### src/rtl/core/positional_insert_delete_array_unit_defines.svh
// assertion macros for the positional insert/delete array unit
// no dependencies; included by the top-level rtl file, which checks its own logic
`ifndef POSITIONAL_INSERT_DELETE_ARRAY_UNIT_DEFINES_SVH
`define POSITIONAL_INSERT_DELETE_ARRAY_UNIT_DEFINES_SVH

// check a property on every rising edge outside of reset
`define PIDA_ASSERT(label, prop, msg) \
  label: assert property (@(posedge clk) disable iff (!rst_n) (prop)) else $error(msg);

// check an implication whose consequent is checked in the cycle after the antecedent
`define PIDA_ASSERT_NEXT(label, ante, cons, msg) \
  label: assert property (@(posedge clk) disable iff (!rst_n) (ante) |=> (cons)) \
    else $error(msg);

`endif

### src/rtl/core/pida_pkg.sv
// shared types and constants for the positional insert/delete array unit
// no dependencies
`default_nettype none

package pida_pkg;

  localparam int POS_W          = 5;
  localparam int VAL_W          = 32;
  localparam int CNT_OUT_W      = 5;
  localparam int DEF_CAPACITY   = 16;
  localparam int DEF_DATA_WIDTH = 32;

  typedef enum logic [1:0] {
    OP_CLEAR  = 2'd0,
    OP_INSERT = 2'd1,
    OP_DELETE = 2'd2,
    OP_READ   = 2'd3
  } pida_op_e;

  typedef enum logic [1:0] {
    ST_OK    = 2'd0,
    ST_RANGE = 2'd1,
    ST_FULL  = 2'd2
  } pida_status_e;

  // command broadcast to every cell of the row
  typedef struct packed {
    logic             ins;
    logic             del;
    logic             rd;
    logic [POS_W-1:0] pos;
  } pida_cmd_t;

endpackage

`default_nettype wire

### src/rtl/core/positional_insert_delete_array_unit.sv
// top level of the positional insert/delete array unit: control, cell row, result register
// depends on pida_pkg, pida_ctrl, pida_cell and the assertion macro header
//
// Every entry lives in its own cell of a row of CAPACITY cells; an insert or delete moves
// all later cells by one in the same clock, and a read picks the addressed cell through an
// OR across the row. A new word is accepted every cycle as long as the result register is
// empty or being drained by out_tready. The result of a word appears in the next cycle.
// Only the fill count and the output valid flag are reset, so the unit is ready as soon as
// reset is released.
`default_nettype none
`include "positional_insert_delete_array_unit_defines.svh"

module positional_insert_delete_array_unit
  import pida_pkg::*;
#(
  parameter int CAPACITY   = DEF_CAPACITY,
  parameter int DATA_WIDTH = DEF_DATA_WIDTH
) (
  input  wire logic        clk,
  input  wire logic        rst_n,
  input  wire logic        in_tvalid,
  output      logic        in_tready,
  input  wire logic [39:0] in_tdata,   // op[1:0], position[6:2], value[38:7], zero[39]
  output      logic        out_tvalid,
  input  wire logic        out_tready,
  output      logic [39:0] out_tdata   // status[1:0], read_value[33:2], fill_count[38:34], zero[39]
);

  localparam int CNT_W = $clog2(CAPACITY + 1);

  pida_op_e              in_op;
  logic [POS_W-1:0]      in_position;
  logic signed [VAL_W-1:0] in_value;
  logic                  in_acc;
  pida_cmd_t             cmd;
  pida_status_e          status;
  logic [CNT_W-1:0]      cnt;
  logic [CNT_W-1:0]      cnt_nxt;
  logic [DATA_WIDTH-1:0] ins_word;
  logic [DATA_WIDTH-1:0] cell_q  [CAPACITY];
  logic [DATA_WIDTH-1:0] cell_rd [CAPACITY];
  logic [DATA_WIDTH-1:0] rd_word;

  logic                  out_valid_r;
  pida_status_e          status_r;
  logic [VAL_W-1:0]      rd_val_r;
  logic [CNT_OUT_W-1:0]  fill_r;

  assign in_op       = pida_op_e'(in_tdata[1:0]);
  assign in_position = in_tdata[6:2];
  assign in_value    = in_tdata[38:7];
  assign ins_word    = DATA_WIDTH'(in_value);

  assign in_tready = rst_n && (!out_valid_r || out_tready);
  assign in_acc    = in_tvalid && in_tready;

  pida_ctrl #(
    .CAPACITY (CAPACITY)
  ) u_ctrl (
    .clk       (clk),
    .rst_n     (rst_n),
    .acc_i     (in_acc),
    .op_i      (in_op),
    .pos_i     (in_position),
    .cmd_o     (cmd),
    .status_o  (status),
    .cnt_o     (cnt),
    .cnt_nxt_o (cnt_nxt)
  );

  for (genvar i = 0; i < CAPACITY; i++) begin : g_cell
    pida_cell #(
      .IDX        (i),
      .DATA_WIDTH (DATA_WIDTH)
    ) u_cell (
      .clk        (clk),
      .cmd_i      (cmd),
      .ins_word_i (ins_word),
      .left_i     (cell_q[(i == 0) ? 0 : i - 1]),
      .right_i    (cell_q[(i == CAPACITY - 1) ? i : i + 1]),
      .data_o     (cell_q[i]),
      .rd_o       (cell_rd[i])
    );
  end

  always_comb begin
    rd_word = '0;
    for (int k = 0; k < CAPACITY; k++) begin
      rd_word = rd_word | cell_rd[k];
    end
  end

  always_ff @(posedge clk) begin
    if (!rst_n) begin
      out_valid_r <= 1'b0;
    end else if (in_acc) begin
      out_valid_r <= 1'b1;
    end else if (out_tready) begin
      out_valid_r <= 1'b0;
    end
  end

  always_ff @(posedge clk) begin
    if (in_acc) begin
      status_r <= status;
      rd_val_r <= VAL_W'(rd_word);
      fill_r   <= CNT_OUT_W'(cnt_nxt);
    end
  end

  assign out_tvalid = out_valid_r;
  assign out_tdata  = {1'b0, fill_r, rd_val_r, status_r};

  `PIDA_ASSERT(a_cnt_cap, int'(cnt) <= CAPACITY, "fill count above capacity")
  `PIDA_ASSERT_NEXT(a_ins_grow, in_acc && cmd.ins, cnt == $past(cnt) + CNT_W'(1),
    "insert did not grow fill count")
  `PIDA_ASSERT_NEXT(a_idle_hold, !in_acc, cnt == $past(cnt), "fill count moved without a word")
  `PIDA_ASSERT(a_rd_zero, !out_valid_r || status_r == ST_OK || rd_val_r == '0,
    "nonzero read value with error status")
  `PIDA_ASSERT(a_one_op, !(cmd.ins && cmd.del), "insert and delete at once")

endmodule

`default_nettype wire

### src/rtl/core/pida_cell.sv
// one storage cell of the array row: holds one entry, shifts to and from neighbors
// depends on pida_pkg
`default_nettype none

module pida_cell
  import pida_pkg::*;
#(
  parameter int IDX        = 0,
  parameter int DATA_WIDTH = DEF_DATA_WIDTH
) (
  input  wire logic                  clk,
  input  wire pida_cmd_t             cmd_i,
  input  wire logic [DATA_WIDTH-1:0] ins_word_i,
  input  wire logic [DATA_WIDTH-1:0] left_i,
  input  wire logic [DATA_WIDTH-1:0] right_i,
  output      logic [DATA_WIDTH-1:0] data_o,
  output      logic [DATA_WIDTH-1:0] rd_o
);

  logic [DATA_WIDTH-1:0] data_r;
  logic [DATA_WIDTH-1:0] data_nxt;
  logic                  at_pos;
  logic                  past_pos;

  assign at_pos   = (int'(cmd_i.pos) == IDX);
  assign past_pos = (IDX > int'(cmd_i.pos));

  always_comb begin
    data_nxt = data_r;
    if (cmd_i.ins && at_pos) begin
      data_nxt = ins_word_i;
    end else if (cmd_i.ins && past_pos) begin
      data_nxt = left_i;
    end else if (cmd_i.del && (at_pos || past_pos)) begin
      data_nxt = right_i;
    end
  end

  always_ff @(posedge clk) begin
    data_r <= data_nxt;
  end

  assign data_o = data_r;
  assign rd_o   = (cmd_i.rd && at_pos) ? data_r : '0;

endmodule

`default_nettype wire

### src/rtl/core/pida_ctrl.sv
// fill count and operation check: decides status and the command for the cell row
// depends on pida_pkg
`default_nettype none

module pida_ctrl
  import pida_pkg::*;
#(
  parameter int CAPACITY = DEF_CAPACITY,
  localparam int CNT_W   = $clog2(CAPACITY + 1)
) (
  input  wire logic             clk,
  input  wire logic             rst_n,
  input  wire logic             acc_i,
  input  wire pida_op_e         op_i,
  input  wire logic [POS_W-1:0] pos_i,
  output      pida_cmd_t        cmd_o,
  output      pida_status_e     status_o,
  output      logic [CNT_W-1:0] cnt_o,
  output      logic [CNT_W-1:0] cnt_nxt_o
);

  logic [CNT_W-1:0] cnt_r;
  logic [CNT_W-1:0] cnt_nxt;
  logic             pos_gt;
  logic             pos_ge;
  logic             full;

  assign pos_gt = int'(pos_i) > int'(cnt_r);
  assign pos_ge = int'(pos_i) >= int'(cnt_r);
  assign full   = int'(cnt_r) >= CAPACITY;

  always_comb begin
    cmd_o     = '0;
    cmd_o.pos = pos_i;
    status_o  = ST_OK;
    cnt_nxt   = cnt_r;
    case (op_i)
      OP_CLEAR: begin
        cnt_nxt = '0;
      end
      OP_INSERT: begin
        if (pos_gt) begin
          status_o = ST_RANGE;
        end else if (full) begin
          status_o = ST_FULL;
        end else begin
          cmd_o.ins = acc_i;
          cnt_nxt   = cnt_r + CNT_W'(1);
        end
      end
      OP_DELETE: begin
        if (pos_ge) begin
          status_o = ST_RANGE;
        end else begin
          cmd_o.del = acc_i;
          cnt_nxt   = cnt_r - CNT_W'(1);
        end
      end
      OP_READ: begin
        if (pos_ge) begin
          status_o = ST_RANGE;
        end else begin
          cmd_o.rd = 1'b1;
        end
      end
      default: begin
        status_o = ST_OK;
      end
    endcase
  end

  always_ff @(posedge clk) begin
    if (!rst_n) begin
      cnt_r <= '0;
    end else if (acc_i) begin
      cnt_r <= cnt_nxt;
    end
  end

  assign cnt_o     = cnt_r;
  assign cnt_nxt_o = cnt_nxt;

endmodule

`default_nettype wire

### config.mk
export PLATFORM = sky130hd
export DESIGN_NAME = positional_insert_delete_array_unit
export DESIGN_NICKNAME = d
export VERILOG_FILES = /design/src/rtl/core/pida_pkg.sv /design/src/rtl/core/positional_insert_delete_array_unit.sv /design/src/rtl/core/pida_cell.sv /design/src/rtl/core/pida_ctrl.sv
export VERILOG_INCLUDE_DIRS = /design/src /design/src/rtl/core
export SDC_FILE = /design/constraint.sdc
export NUM_CORES = 1
export LEC_CHECK = 0
export BUFFER_PORTS_ARGS = -buffer_cell sky130_fd_sc_hd__buf_2
export CORE_ASPECT_RATIO = 1.75
export CORE_MARGIN = 5
export CORE_UTILIZATION = 34
export CTS_BUF_LIST = sky130_fd_sc_hd__clkbuf_16
export CTS_CLUSTER_SIZE = 14
export DETAILED_ROUTE_END_ITERATION = 7
export PLACE_DENSITY_LB_ADDON = 0.3
export SLEW_MARGIN = 20
export SYNTH_ARGS = -nofsm -noshare
export SYNTH_HDL_FRONTEND = slang
export SYNTH_SLANG_ARGS = --single-unit
### constraint.sdc
create_clock -name clk -period 12.1 [get_ports clk]
set_input_delay 0.605 -clock clk [delete_from_list [all_inputs] [get_ports clk]]
set_output_delay 0.605 -clock clk [all_outputs]
set_load 0.005 [all_outputs]
# ---- Yosys cells after proc, flatten, opt, wreduce, memory -nomap -nowiden
# Index checks and enable logic that the tools add are counted.
dict set report word_totals {
  regBits 557
  inputBits 44
  word_cells 253
}
dict set report classes {
  addsub 2
  n_lt_le_gt_ge 18
  n_eq_ne 18
  mux 79
  bitwise_logic 15
  n_reduce_logical 100
}
# operator n
set ops {}
lappend ops {{$mux 32} 62}
lappend ops {{$or 32x32->32} 15}
lappend ops {{$logic_and 1x1->1} 64}
lappend ops {{$reduce_bool 3->1} 14}
lappend ops {{$eq 5x5->1 const B} 8}
lappend ops {{$gt 4x5->1 const A} 8}
lappend ops {{$eq 5x4->1 const B} 4}
lappend ops {{$gt 3x5->1 const A} 4}
lappend ops {{$logic_or 1x1->1} 15}
lappend ops {{$mux 5} 3}
lappend ops {{$pmux 5 s3} 1}
lappend ops {{$eq 5x3->1 const B} 2}
lappend ops {{$gt 2x5->1 const A} 2}
lappend ops {{$mux 1} 10}
lappend ops {{$reduce_bool 2->1} 3}
lappend ops {{$add 5x1->5 const B} 1}
lappend ops {{$eq 5x2->1 const B} 1}
lappend ops {{$ge 5x5->1} 1}
lappend ops {{$ge 5x5->1 const B} 1}
lappend ops {{$gt 1x5->1 const A} 1}
lappend ops {{$gt 5x5->1} 1}
lappend ops {{$logic_not 5->1} 1}
lappend ops {{$sub 5x1->5 const B} 1}
lappend ops {{$eq 2x2->1 const B} 2}
lappend ops {{6 further kinds} 7}

# ---- Logic depth before layout (Yosys ltp)
# Gate-level depths: netlist (run 1).
dict set report logic_depth {
  depth_word 20
  mapped_depth 14
}

# ---- Cells and area by module
# Synthesis (run 1) repeated with hierarchy kept, for this count alone.
dict set report hier_totals {
  cells_unflattened 3469
  hier_area_um2 35891.9
}
# module instances cells_each area_per_inst_um2
set by_module_without_submodules {}
lappend by_module_without_submodules {{pida_cell at g_cell[8].u_cell} 1 259 2541.2}
lappend by_module_without_submodules {{pida_cell at g_cell[11].u_cell} 1 232 2328.5}
lappend by_module_without_submodules {positional_insert_delete_array_unit 1 207 2233.4}
lappend by_module_without_submodules {{pida_cell at g_cell[10].u_cell} 1 227 2190.9}
lappend by_module_without_submodules {{pida_cell at g_cell[14].u_cell} 1 228 2169.6}
lappend by_module_without_submodules {{pida_cell at g_cell[2].u_cell} 1 231 2167.1}
lappend by_module_without_submodules {{pida_cell at g_cell[5].u_cell} 1 233 2097.0}
lappend by_module_without_submodules {{pida_cell at g_cell[6].u_cell} 1 230 2067.0}
lappend by_module_without_submodules {{pida_cell at g_cell[3].u_cell} 1 178 2059.5}
lappend by_module_without_submodules {{pida_cell at g_cell[12].u_cell} 1 230 2040.7}
lappend by_module_without_submodules {{pida_cell at g_cell[4].u_cell} 1 144 2003.2}
lappend by_module_without_submodules {{pida_cell at g_cell[1].u_cell} 1 184 1989.4}
lappend by_module_without_submodules {{pida_cell at g_cell[9].u_cell} 1 153 1901.8}
lappend by_module_without_submodules {{pida_cell at g_cell[13].u_cell} 1 152 1895.6}
lappend by_module_without_submodules {{4 more rows} -- -- --}

# ---- Worst setup path after synthesis (run 1)
# Ideal clock, no wire load.
dict set report synth_timing {
  path_type {input to register}
  from {input in_tdata[2]}
  to {register g_cell[14].u_cell.data_r[0], enable pin}
  setup_time_ns 0.480
  arrival_time_ns 5.216
  required_time_ns 11.620
  setup_slack_ns 6.404
  path_stages 10
  path_buffers 3
  path_cell_list {buf_4 buf_2 clkinv_1 ha_1 and3_1 and3_1 buf_4 nor4_4 a31oi_1 a311oi_1}
}
dict set report synth_between {
  elab_chain_cells 5
  word_cells_on_any_way 13
  classes_between {order compare (3); eq/ne (1); mux (4); reduce/logical (5)}
}
# element line_no
set synth_lines {}
lappend synth_lines {{start, declared} positional_insert_delete_array_unit.sv:23} ;# input wire logic [39:0] in_tdata,
lappend synth_lines {{$ge 5x5->1 / $gt 5x5->1 (equally long branches)} {pida_ctrl.sv:29, pida_ctrl.sv:28}}
lappend synth_lines {{$mux 1, on equally long branches} {pida_ctrl.sv:52, pida_ctrl.sv:42}}
lappend synth_lines {{$mux 1} pida_ctrl.sv:37} ;# case (op_i)
lappend synth_lines {{$logic_and 1x1->1, on equally long branches} {pida_cell.sv:34, pida_cell.sv:30, pida_cell.sv:32}}
lappend synth_lines {{$reduce_bool 3->1 (no line) *} --}
lappend synth_lines {{end signal, assigned} pida_cell.sv:40} ;# data_r <= data_nxt;
lappend synth_lines {{end, declared} pida_cell.sv:20} ;# logic [DATA_WIDTH-1:0] data_r;
# Every way passes the cells marked *; elsewhere a longest branch is shown, timed or not.
# A chain may end at the register's enable or synchronous reset.

# ---- Worst setup path after layout (run 1)
dict set report layout_timing {
  from {input in_tdata[2]}
  to {register rd_val_r[5] (data pin)}
}
dict set report layout_between {
  elab_chain_cells 20
  word_cells_on_any_way 66
  classes_between {order compare (1); eq/ne (15); mux (18); bitwise (15); reduce/logical (17)}
}
# element line_no
set layout_lines {}
lappend layout_lines {{$ge 5x5->1} pida_ctrl.sv:29} ;# assign pos_ge = int'(pos_i) >= int'(cnt_r);
lappend layout_lines {{$mux 1} pida_ctrl.sv:60} ;# if (pos_ge) begin
lappend layout_lines {{$mux 1} pida_ctrl.sv:37}
lappend layout_lines {{$logic_and 1x1->1} pida_cell.sv:44} ;# assign rd_o = (cmd_i.rd && at_pos) ? data_r : '0;
lappend layout_lines {{$mux 32} pida_cell.sv:44}
lappend layout_lines {{$or 32x32->32 (14 in series)} positional_insert_delete_array_unit.sv:89} ;# rd_word = rd_word | cell_rd[k];
lappend layout_lines {{$or 32x32->32 *} positional_insert_delete_array_unit.sv:89}
lappend layout_lines {{net rd_word[5]} positional_insert_delete_array_unit.sv:42} ;# logic [DATA_WIDTH-1:0] rd_word;
lappend layout_lines {{end signal, assigned} positional_insert_delete_array_unit.sv:106} ;# rd_val_r <= VAL_W'(rd_word);
lappend layout_lines {{end, declared} positional_insert_delete_array_unit.sv:46} ;# logic [VAL_W-1:0] rd_val_r;
# Mark *: on every way through the listed nets, which the timed path passes. The rest lies on a longest branch.

==> impl_metrics.csv, run 1 <==
group,metric,value,unit
status,status,"finished clean",
synthesis,ys_ff_latch,557,
clock_network,cts-root-buf,"clkbuf_16",
worst_setup_path,endpoint_kind,"flip-flop",
floorplan,start_util,34.1,%
global_route,grt_max_degree,77,
global_route,top_usage_layer,"met2",
floorplan,dieArea,98100,um^2
synthesis,syn-mean-instance-area,10.6,um^2
clock_network,clkSinkCount,557,
route,drc,0,
global_route,antenna_found_initial,10,
hold_path,hold_class,"in -> reg",
synthesis,syn_nets,2997,
sta,finalCriticalPeriod,4.73,ns
global_route,met2_usage,44.5,%
sta,fmaxAchievable,211,MHz
layout,fin_nets,2959,
worst_setup_path,critPathArrivalTime,5.08,ns
route,vias,27100,
floorplan,core-area,91400,um^2
placed_design,post-dp-hpwl,83.0,mm
route,wl_per_cell,33.9,um
sta,finalSetupViolCount,0,
floorplan,row_count,147,
synthesis,yosysSeqAreaShare,53.5,%
synthesis,yosysWarnings,0,
clock_network,ctsResizeCount,0,
pwr,total_leakage_power,0.0119,uW
worst_setup_path,worstPathRequired,12.45,ns
sta,hold_viol,0,
worst_setup_path,crit_chain,"buf_4, buf_4, buf_4, nand3b_1, buf_4, nor2_4, buf_4, a22o_1, a221oi_1, o211ai_1, a221o_1",
global_route,globalRouteMet1Util,32.0,%
sta,drv_slew,0,
sta,worst_pin_slew,1.29,ns
sta,clock_skew,0.0118,ns
pwr,total_power,4160,uW
global_route,grt_overflow,0,
placed_design,gp_congestion,0.888,
worst_setup_path,startpoint_type,"input port",
worst_setup_path,max_stage_delay,0.81,ns
clock_network,clk_latency,0.63,ns
worst_setup_path,critPathTopFamily,"buffers and inverters",
placed_design,io_buffers,83,
pwr,irDropWorstVdd,0.111,mV
sta,relSlewSlack,13.8,%
sta,rsz0062_at_grt,"no",
synthesis,synth_edf_count,551,
layout,area_growth,11.2,%
route,antenna_left,0,
layout,drive_gt1_share,12.8,%
route,via_per_inst,6.53,
synthesis,synth_cells,2946,
synthesis,synthArstFlopShare,0,%
floorplan,die_h,411,um
sta,fin_tns_setup,0,ns
worst_setup_path,path_common_cell,"buf_4",
worst_setup_path,crit_slowest_cell,"nand3b_1",
worst_setup_path,cp_max_fo,28,
route,wirelength,140,mm
clock_network,cts_max_level,2,
global_route,use_met3,5.58,%
pwr,p_per_area,120,nW/um^2
clock_network,cts_tree,"yes",
clock_network,hold_buffers,0,
route,dr.pass1.iters,8,
synthesis,syn_area,31200,um^2
floorplan,die_x,239,um
worst_setup_path,worstSetupPathType,"in -> reg",
clock_network,cts_buffer_depth,3,
synthesis,ys_types,76,
global_route,grt_first_pass_wirelength,196,mm
sta,min_period_over_period,39.1,%
synthesis,synthFlopType,"edfxtp_1",
worst_setup_path,cp_num_buf_inv,5,
clock_network,cts_buffers,54,
layout,final_common_cell,"edfxtp_1",
route,drtIter0Drc,3388,
clock_network,clkTransAtPathRegs,0.07,ns
clock_network,postCtsSetupBuffers,0,
global_route,grt_usage,27.4,%
floorplan,io_pins,86,
flow_run,cap_viol_max_count,0,
global_route,grt_pass1_vias,26300,
layout,layout_common_cells,"edfxtp_1 (551), nor2_1 (359), a21oi_1 (350), mux2i_1 (284), nand2_1 (226)",
==> state kept, by name (all words and copies together) (netlist names) <==
| register | cells |
|---|---|
| g_cell.u_cell.data_o | 512 |
| rd_val_r | 32 |
| status_r | 2 |
| fill_r | 5 |
| out_tvalid | 1 |
| u_ctrl.cnt_o | 5 |
==> logic make-up (layout without fill, tap and decap cells) <==
family,after synthesis,after routing,share of synthesized area [%]
simple gates,791,791,11.0
fa+ha+maj,7,7,0.281
mux,339,339,11.1
flops,557,557,53.5
buf+inv,286,286,4.06
other cells,1,9,0.0120
compound gates,965,965,20.0
==> through the flow <==
stage	util [%]	std cells	hold slack [ns]	setup slack, ns	area (um^2)
global route	37.9	4139	0.341	7.41	34600
detailed placement	36.1	4044	0.520	6.93	33000
CTS	37.9	4138	0.271	7.59	34600
global placement	36.1	4044	0.512	6.95	33000
finish	37.9	4146	0.283	7.37	34700
floorplan	-	2946	0.475	6.40	31200
==> power by group <==
part | total (uW) | switching (uW) | internal [uW]
clock network | 1680 | 796 | 884
logic | 350 | 256 | 93.8
registers | 2130 | 15.0 | 2120
==> per-layer routing <==
layer	vias to the layer above	share of wire, %
met3	656	10
met1	13200	34
li1	11200	-
met5	-	0.034
met2	1979	46
met4	10	9.4
==> final timing paths <==
check / endpoint / depth (start not counted) / slack [ns] / from
min: out_tvalid$_SDFFE_PN0P_ / 3 / 0.28 / in_tvalid
max reg2reg: rd_val_r[14]$_DFFE_PP_ / 10 / 7.89 / u_ctrl.cnt_o[4]$_SDFFE_PN0P_
min reg2reg: u_ctrl.cnt_o[4]$_SDFFE_PN0P_ / 2 / 0.55 / u_ctrl.cnt_o[4]$_SDFFE_PN0P_
max: rd_val_r[5]$_DFFE_PP_ / 11 / 7.37 / in_tdata[2]
==> cell type report <==
type                    instances  area [um^2]
inverters                      10         37.5
diodes                          8         20.0
well taps                    1192         1490
multi-input cells            2103        13600
flip-flops and latches        557        16700
repair buffers                182         1160
fillers                      8988        56800
clock buffers                  57         1430
clock inverters                37          211
==> worst register-to-register path, cell delays in order (launching register included) <==
cell	delay, ns
dfxtp_1	0.45
inv_1	0.16
ha_1	0.35
a21o_1	0.29
nor2_1	0.24
and3_2	0.20
buf_4	0.55
and2_1	0.79
buf_4	0.48
a22oi_1	0.19
o211ai_1	0.25
==> synth_stat cells, types with 7 or more instances <==
cell type,n,share of area [%]
a31oi_1,13,0.26
a32oi_1,16,0.45
nor2_1,374,4.5
and2_1,8,0.16
buf_1,25,0.30
nor2b_1,33,0.66
nand3_1,45,0.72
buf_2,81,1.3
nor3_1,27,0.43
nand4_1,15,0.30
o211ai_1,13,0.31
nand2_1,230,2.8
a22o_1,22,0.62
a22oi_1,213,5.1
inv_1,9,0.11
edfxtp_1,551,53
buf_4,18,0.43
ha_1,7,0.28
mux2_2,54,2.0
mux2i_1,284,9.1
clkbuf_1,149,1.8
o2bb2ai_1,72,2.0
and3_1,15,0.30
a221oi_1,19,0.53
o22ai_1,73,1.5
a21o_1,7,0.17
a21oi_1,351,5.6
o21ai_0,116,1.9
Note: power is estimated with default switching activity, not from simulation.
==> inputs of run 2 (changes only) <==
==> constraint.sdc (replaced) <==
create_clock -name clk -period 4.1 [get_ports clk]
set_input_delay 0.205 -clock clk [delete_from_list [all_inputs] [get_ports clk]]
set_output_delay 0.205 -clock clk [all_outputs]
set_load 0.005 [all_outputs]
==> run 2 against run 1 <==
Effect of this change:
- combinational power grew to 3.1 times the previous value
- largest cell class unchanged
- sequential cell count stayed put
- die area stayed put
- sequential power grew to 3.0 times the previous value
- largest power group unchanged
- via count is 1.3% higher
- global-route usage is 1.3 points higher
- wire length is 4.2% higher
- non-clock buffer count is 59 higher
- clock-buffer cell count is 3 lower
- sequential share of layout area is 1.1 points lower
- highest routed layer is now met4
- worst setup slack worse by 6.9 ns
- total power grew to 2.9 times the previous value
==> impl_metrics.csv, run 2 (same netlist as run 1, synthesis figures left out) <==
group,metric,value,unit
hold_path,min-delay-start,"in_tdata[36]",
clock_network,clk_latency,0.65,ns
sta,min_period_over_period,89.2,%
route,via_per_inst,6.53,
worst_setup_path,endpoint_kind,"flip-flop",
route,antenna_left,0,
worst_setup_path,r2r-end,"g_cell[4].u_cell.data_o[19]$_DFFE_PP_",
route,vias,27400,
layout,drive_gt1_share,14.5,%
floorplan,start_util,34.1,%
worst_setup_path,critPathArrivalTime,3.96,ns
clock_network,cts_max_level,2,
worst_setup_path,r2r_slack,0.44,ns
clock_network,ctsResizeCount,0,
worst_setup_path,worstSetupPathType,"reg -> reg",
route,wirelength,146,mm
global_route,grt_first_pass_wirelength,204,mm
sta,hold_viol,0,
clock_network,cts_tree,"yes",
worst_setup_path,startpoint_type,"flip-flop",
sta,finalCriticalPeriod,3.66,ns
floorplan,core-area,91400,um^2
clock_network,cts_buffers,53,
global_route,grt_max_degree,73,
layout,fin_cells,4206,
clock_network,cts_buffer_depth,3,
sta,drv_slew,0,
worst_setup_path,worstPathRequired,4.41,ns
layout,largest_reg_flops,512,
route,wl_per_cell,34.8,um
worst_setup_path,rr_startpoint,"u_ctrl.cnt_o[2]$_SDFFE_PN0P_",
sta,clock_skew,0.0235,ns
pwr,combPwrFrac,8.8,%
flow_run,cap_viol_max_count,0,
route,drc,0,
global_route,grt_usage,28.7,%
pwr,total_power,12300,uW
floorplan,io_pins,86,
pwr,swShare,26.5,%
worst_setup_path,cp_max_fo,19,
placed_design,gp_congestion,0.935,
clock_network,clkSinkCount,557,
pwr,irDropWorstVdd,0.339,mV
floorplan,row_count,147,
clock_network,clkTransAtPathRegs,0.07,ns
clock_network,postCtsSetupBuffers,0,
sta,worst_pin_slew,1.26,ns
clock_network,hold_buffers,3,
floorplan,dieArea,98100,um^2
pwr,p_int,9020,uW
hold_path,hold_class,"in -> reg",
status,status,"finished clean",
pwr,total_leakage_power,0.0122,uW
sta,fmaxAchievable,274,MHz
sta,relSlewSlack,15.7,%
hold_path,min_to,"g_cell[0].u_cell.data_o[29]$_DFFE_PP_",
global_route,grt_pass1_vias,27000,
sta,whs,0.0715,ns
global_route,grt_overflow,0,
route,drtIter0Drc,3929,
sta,finalSetupViolCount,0,
floorplan,die_h,411,um
route,dr.pass1.iters,6,
global_route,antenna_found_initial,5,
layout,fin_nets,3017,
clock_network,cts-root-buf,"clkbuf_16",
layout,final_common_cell,"edfxtp_1",
pwr,clockPowerShare,39.8,%
worst_setup_path,r2r_cells,8,
floorplan,die_x,239,um
placed_design,dp.cells,4100,
placed_design,post-dp-hpwl,89.1,mm
hold_path,min_path_cells,3,
layout,layout_common_cells,"edfxtp_1 (551), nor2_1 (359), a21oi_1 (350), mux2i_1 (284), nand2_1 (226)",
sta,fin_tns_setup,0,ns
pwr,switching_power,3250,uW
pwr,p_per_area,346,nW/um^2
placed_design,io_buffers,83,
layout,area_growth,13.7,%
sta,rsz0062_at_grt,"no",
pwr,seqPwrFrac,51.3,%
## run 2: metrics by stage
step	utilization [%]	worst slack [ns]	instance area (um^2)
after floorplan	-	-0.861	31200
after global placement	37.0	0.557	33800
after detailed placement	37.0	0.535	33800
after CTS	38.7	0.523	35400
after global routing	38.7	0.434	35400
final	38.8	0.444	35400
## run 2: worst max path at each step
stage	from	cells after the start	slack, ns	endpoint
final	u_ctrl.cnt_o[2]$_SDFFE_PN0P_	8	0.44	g_cell[4].u_cell.data_o[19]$_DFFE_PP_
after floorplan	in_tdata[2]	10	-0.86	g_cell[8].u_cell.data_o[0]$_DFFE_PP_
after detailed placement	u_ctrl.cnt_o[2]$_SDFFE_PN0P_	8	0.54	g_cell[4].u_cell.data_o[7]$_DFFE_PP_
after global placement	u_ctrl.cnt_o[2]$_SDFFE_PN0P_	8	0.56	g_cell[4].u_cell.data_o[7]$_DFFE_PP_
after global routing	u_ctrl.cnt_o[2]$_SDFFE_PN0P_	8	0.43	g_cell[4].u_cell.data_o[13]$_DFFE_PP_
after CTS	u_ctrl.cnt_o[2]$_SDFFE_PN0P_	8	0.52	g_cell[4].u_cell.data_o[13]$_DFFE_PP_
## run 2: area by class of cell
cell class | count | area, um^2
clock buffer | 54 | 1350
inverter | 10 | 37.5
fill | 8873 | 56000
multi-input combinational | 2103 | 13600
antenna | 5 | 12.5
tap | 1192 | 1490
clock inverter | 44 | 254
sequential | 557 | 16700
timing repair buffer | 241 | 1980
## run 2: power groups by stage
| stage | registers, uW | clock network, uW | logic, uW |
|---|---|---|---|
| global route | 6300 | 5110 | 1100 |
| detailed placement | 6420 | 0 | 1040 |
| finish | 6300 | 4880 | 1080 |
| floorplan | 6410 | 0 | 543 |
| CTS | 6300 | 4930 | 1040 |
| global placement | 6420 | 0 | 1030 |
## run 2: critical path, stage by stage (launching register included)
cell and delay, ns:
dfxtp_1 0.43, inv_1 0.14, ha_1 0.30, and3_1 0.16, and3_1 0.27, nor4_4 0.36
a31oi_4 0.24, nor2_4 0.95, buf_4 0.46
## run 2: metal layers
layer	routed length, um	vias up	track usage [%]	share of wire [%]
met5	0	-	0	0
met4	15700	0	23.1	11
met2	66200	2187	45.5	45
met3	16300	788	5.99	11
li1	-	11300	-	-
met1	48300	13200	33.4	33
